File: config.mk
export PLATFORM = sky130hd
export DESIGN_NAME = tli_divider
export DESIGN_NICKNAME = d
export VERILOG_FILES = /design/src/design/table_linear_interpolation_assert.svh /design/src/design/tli_pkg.sv /design/src/design/tli_divider.sv
export SDC_FILE = /design/constraint.sdc
export NUM_CORES = 1
export LEC_CHECK = 0
export BUFFER_PORTS_ARGS = -buffer_cell sky130_fd_sc_hd__buf_2
export CAP_MARGIN = 20
export CORE_ASPECT_RATIO = 1.25
export CORE_MARGIN = 2
export CORE_UTILIZATION = 30
export DETAILED_ROUTE_END_ITERATION = 10
export HOLD_SLACK_MARGIN = 0.12
export PLACE_DENSITY = 0.54
export SLEW_MARGIN = 0
export SYNTH_ARGS = -nofsm -noshare
export SYNTH_HDL_FRONTEND = slang
export SYNTH_SLANG_ARGS = --single-unit
File: constraint.sdc
create_clock -name clock -period 3.8 [get_ports clock]
set_input_delay 0.19 -clock clock [delete_from_list [all_inputs] [get_ports clock]]
set_output_delay 0.19 -clock clock [all_outputs]
set_load 0.02 [all_outputs]
File: src/design/table_linear_interpolation_assert.svh
// Assertion macros for the table interpolation block.
// Used by the top level only; needs clock and reset in scope.
`ifndef TABLE_LINEAR_INTERPOLATION_ASSERT_SVH
`define TABLE_LINEAR_INTERPOLATION_ASSERT_SVH
`define TLI_ASSERT_IMP(label, a, c) \
   label: assert property (@(posedge clock) disable iff (reset) (a) |-> (c)) \
      else $error("assertion failed");
`define TLI_ASSERT_NXT(label, a, c) \
   label: assert property (@(posedge clock) disable iff (reset) (a) |=> (c)) \
      else $error("assertion failed");
`endif

File: src/design/tli_pkg.sv
// Package for the table interpolation block: widths and opcodes.
// No dependencies.
package tli_pkg;
   localparam int ENTRIES_DEF = 256;
   localparam int STOKES_DEF  = 4;
   localparam int CNT_W  = 9;
   localparam int ANG_W  = 24;
   localparam int VAL_W  = 32;
   localparam int IDX_W  = 8;
   localparam int RC_W   = 2;
   localparam int OP_W   = 2;
   localparam logic [OP_W-1:0] OP_WR_ANGLE = 2'd0;
   localparam logic [OP_W-1:0] OP_WR_ELEM  = 2'd1;
   localparam logic [OP_W-1:0] OP_QUERY    = 2'd2;
   localparam logic [OP_W-1:0] OP_UNUSED   = 2'd3;
endpackage

File: src/design/tli_divider.sv
// Restoring serial divider: quotient = (num << 16) / den, 16 bits, one bit a cycle.
// Depends on tli_pkg.
module tli_divider (
   input  logic                      clock,
   input  logic                      reset,
   input  logic                      start,
   input  logic [tli_pkg::ANG_W-1:0] num,
   input  logic [tli_pkg::ANG_W-1:0] den,
   output logic                      done,
   output logic [15:0]               quot
);
   import tli_pkg::*;
   logic [ANG_W:0]  rem_ff, rem_in;
   logic [ANG_W-1:0] den_ff, den_in;
   logic [15:0]      q_ff, q_in;
   logic [4:0]       cnt_ff, cnt_in;
   logic             busy_ff, busy_in;
   logic [ANG_W+1:0] trial;

   assign quot = q_ff;
   assign done = busy_ff && (cnt_ff == 5'd0);
   assign trial = {rem_ff, 1'b0} - {2'b00, den_ff};

   always_comb begin
      rem_in = rem_ff; den_in = den_ff; q_in = q_ff; cnt_in = cnt_ff; busy_in = busy_ff;
      if (start) begin
         rem_in = {1'b0, num}; den_in = den; q_in = '0; cnt_in = 5'd16; busy_in = 1'b1;
      end else if (busy_ff) begin
         if (cnt_ff == 5'd0) begin
            busy_in = 1'b0;
         end else begin
            if (!trial[ANG_W+1]) begin
               rem_in = trial[ANG_W:0];
               q_in = {q_ff[14:0], 1'b1};
            end else begin
               rem_in = {rem_ff[ANG_W-1:0], 1'b0};
               q_in = {q_ff[14:0], 1'b0};
            end
            cnt_in = cnt_ff - 5'd1;
         end
      end
   end

   always_ff @(posedge clock) begin
      if (reset) begin
         busy_ff <= 1'b0; cnt_ff <= '0;
      end else begin
         busy_ff <= busy_in; cnt_ff <= cnt_in;
      end
      rem_ff <= rem_in; den_ff <= den_in; q_ff <= q_in;
   end
endmodule

==> summary.md <==
| Metric | Value |
|---|---|
| Status | `finished clean` |
| Post-synthesis cell area | `4280 um2` |
| # resized after CTS | `0` |
| Final Hold Viols | `0` |
| Commonest cells after routing, fill and taps aside | `buf_2, nand2_1, edfxtp_1` |
| Final setup vio count | `0` |
| Clk root buf | `clkbuf_16` |
| Crit start category | `register` |
| CP Max Fanout | `14` |
| GRT Total Usage | `0.1342` |
| Final Power | `3.081 mW` |
| Final slew viol count | `0` |
| Worst EP required | `3.86 ns` |
| CTS Hold Bufs | `26` |
| Hold Path Class | `in -> reg` |
| CTS HTree Levels | `3` |
| Number of global-route vias before repair | `3560` |
| Post-synth EDFFs | `between 40 and 50` |
| Initial antenna violation count | `1` |
| Synth Warn # | `0` |
| Clock skew after layout | `0.008164 ns` |
| Final RePlAce weighted congestion | `0.8151` |
| Share of cells above drive strength 1 | `0.1940` |
| Largest net degree at the start of global routing | `57` |
| Worst IR drop on VDD | `0.2474 mV` |
| Core ar. | `13870 um2` |
| Post-synthesis cell type count | `64` |
| Initial Utilization | `0.3085` |
| M1 WL | `approximately 4300 um` |
| Final nets | `608` |
| First-pass GRT wire length | `16490 um` |
| Commonest non-fill, non-tap cell in the layout | `buf_2` |
| Ant diodes | `0` |
| Period Utilization, post-route | `0.8410` |
| TritonRoute pass-1 iters | `4` |
| Detailed-placement wirelength estimate | `7142 um` |
| Fillers | `between 1000 and 1500` |
| Routed vias | `3465` |
| Setup Fix Bufs, Post-CTS | `0` |
| Slew @ Worst Pin | `between 0.6 and 0.7 ns` |
| Placement Rows | `48` |
| Mapped Nets | `between 500 and 600` |
| Unrepaired setup endpoints after global routing | `false` |
| Post-route ant nets | `0` |
| Clock Latency Late Sink | `0.34 ns` |
| FFs w/ async S/R, synth | `0` |
| Count of input and output buffers | `67` |
| Via/cell ratio | `4.873` |
| Num CTS Buffers | `9` |
| Met3 WL post-DR | `around 430 um` |
| Max frequency | `312.9 MHz` |
| Die height | `137.5 um` |
| Max-cap violations | `0` |
| CTS tree | `yes` |
| Die W | `about 110 um` |
| Primary FF master, synth | `edfxtp_1` |
| Initial DRC count | `93` |
| IO Pins | `68` |
| Crit path kind | `reg -> reg` |
| Pwr/cell area | `577.1 nW/um2` |
| GRT Residual Overflow | `0` |
| Leak | `about 2.3 nW` |
| Post-route minimum period | `3.196 ns` |
| Routed length per instance | `13.64 um` |
| Area Overhead vs Synth | `24.73%` |
| Worst Path Arrival | `3.26 ns` |
| Die ar. | `15240 um2` |
| Mapped Cells | `443` |
| Cells after DPL | `around 670` |
| Avg Cell Area, Syn | `9.662 um2` |
| Top Layer Used | `met5` |
| Fin Setup TNS | `0 ns` |
| Crit end category | `register` |
| Slew margin rel. | `0.5375` |
| Met2 Routed Length | `between 4000 and 5000 um` |
| Drc violations | `0` |
| Clock slew at reported path FFs | `approximately 0.060 ns` |
| Seq/Total Area, Yosys | `0.4443` |
| Final wirelength | `9698 um` |
| Final cell count without fillers | `711` |
| # clock sinks | `71` |
| CTS Buffer Depth | `2` |
| Synth Register Bits | `71` |
[routing by layer]
layer / vias up / GRT usage
li1: 1772 / -
met3: 15 / 0.03916
met2: 59 / 0.2352
met4: 2 / 0.05625
met5: - / 0
met1: 1617 / 0.1539
[worst paths after layout]
path	depth (start not counted)	startpoint	to	slack, ns
setup reg to reg	10	rem_ff[17]	rem_ff[3]	0.60
hold reg to reg	2	quot[15]	quot[15]	0.47
hold / removal	3	num[0]	rem_ff[0]	0.14
setup / recovery	10	rem_ff[17]	rem_ff[3]	0.60
[layout make-up]
| class | instances | area (um2) | share of cell area |
|---|---|---|---|
| multi-input combinational | 316 | 2160 | 0.4045 |
| sequential | 71 | 1902 | 0.3562 |
| timing repair buffer | 100 | 650.6 | 0.1219 |
| clock buffer | 11 | 254.0 | 0.04757 |
| tap | 175 | 219.0 | 0.04101 |
| inverter | 33 | 123.9 | 0.02320 |
| clock inverter | 5 | 30.03 | 0.005625 |
[cells by family after synthesis]
kind of cell | Yosys count | share of synthesized area
simple gates | 127 | 0.1345
xor+xnor | 25 | 0.05115
mux | 19 | 0.04648
buf+inv | 56 | 0.05291
fa+ha+maj | 26 | 0.07776
flops | 71 | 0.4443
compound gates | 119 | 0.1929
[power breakdown]
| part | leakage (nW) | total, mW | switching, mW | internal, mW |
|---|---|---|---|---|
| registers | 0.662 | 1.01 | 0.0543 | 0.958 |
| clock network | 0.145 | 0.792 | 0.313 | 0.479 |
| logic | 1.47 | 1.28 | 0.692 | 0.585 |
[metrics by stage]
step / cell area [um2] / hold WS (ns) / utilization / setup WS, ns
after CTS: 5339 / 0.1206 / 0.3848 / 0.5861
final: 5339 / 0.1401 / 0.3848 / 0.6043
after global routing: 5339 / 0.1376 / 0.3848 / 0.3629
after detailed placement: 4795 / 0.3684 / 0.3456 / 0.6065
after floorplan: 4280 / 0.2616 / - / 0.8850
after global placement: 4795 / 0.3666 / 0.3456 / 0.6378
[critical path, cell delays in order, from the launching register on]
cell	delay, ns
edfxtp_1	0.41
ha_1	0.46
nand2_1	0.13
nor2_1	0.30
and3_1	0.24
and4_1	0.25
a221oi_4	0.09
xnor2_2	0.39
buf_4	0.32
mux2i_1	0.23
o21ai_0	0.10
[Yosys cell counts, types with 5 or more instances]
| cell type | n | share of area |
|---|---|---|
| nand2_1 | 63 | 0.055 |
| clkbuf_1 | 14 | 0.012 |
| nor3_1 | 8 | 0.0094 |
| o21ai_0 | 27 | 0.032 |
| and3_1 | 5 | 0.0073 |
| nor2b_1 | 6 | 0.0088 |
| edfxtp_1 | 48 | 0.34 |
| xor2_1 | 8 | 0.016 |
| a21o_1 | 8 | 0.014 |
| a21oi_1 | 33 | 0.039 |
| nor2_1 | 23 | 0.020 |
| dfxtp_1 | 23 | 0.11 |
| nand2b_1 | 5 | 0.0073 |
| xnor2_1 | 17 | 0.035 |
| inv_1 | 33 | 0.029 |
| ha_1 | 25 | 0.073 |
| mux2i_1 | 15 | 0.035 |
[flip-flops by register name, summed over array words and instances, names as in the netlist]
register  count
cnt_ff        5
den_ff       24
quot         16
rem_ff       25
busy_ff       1
Power figures use the tool's default switching activity.
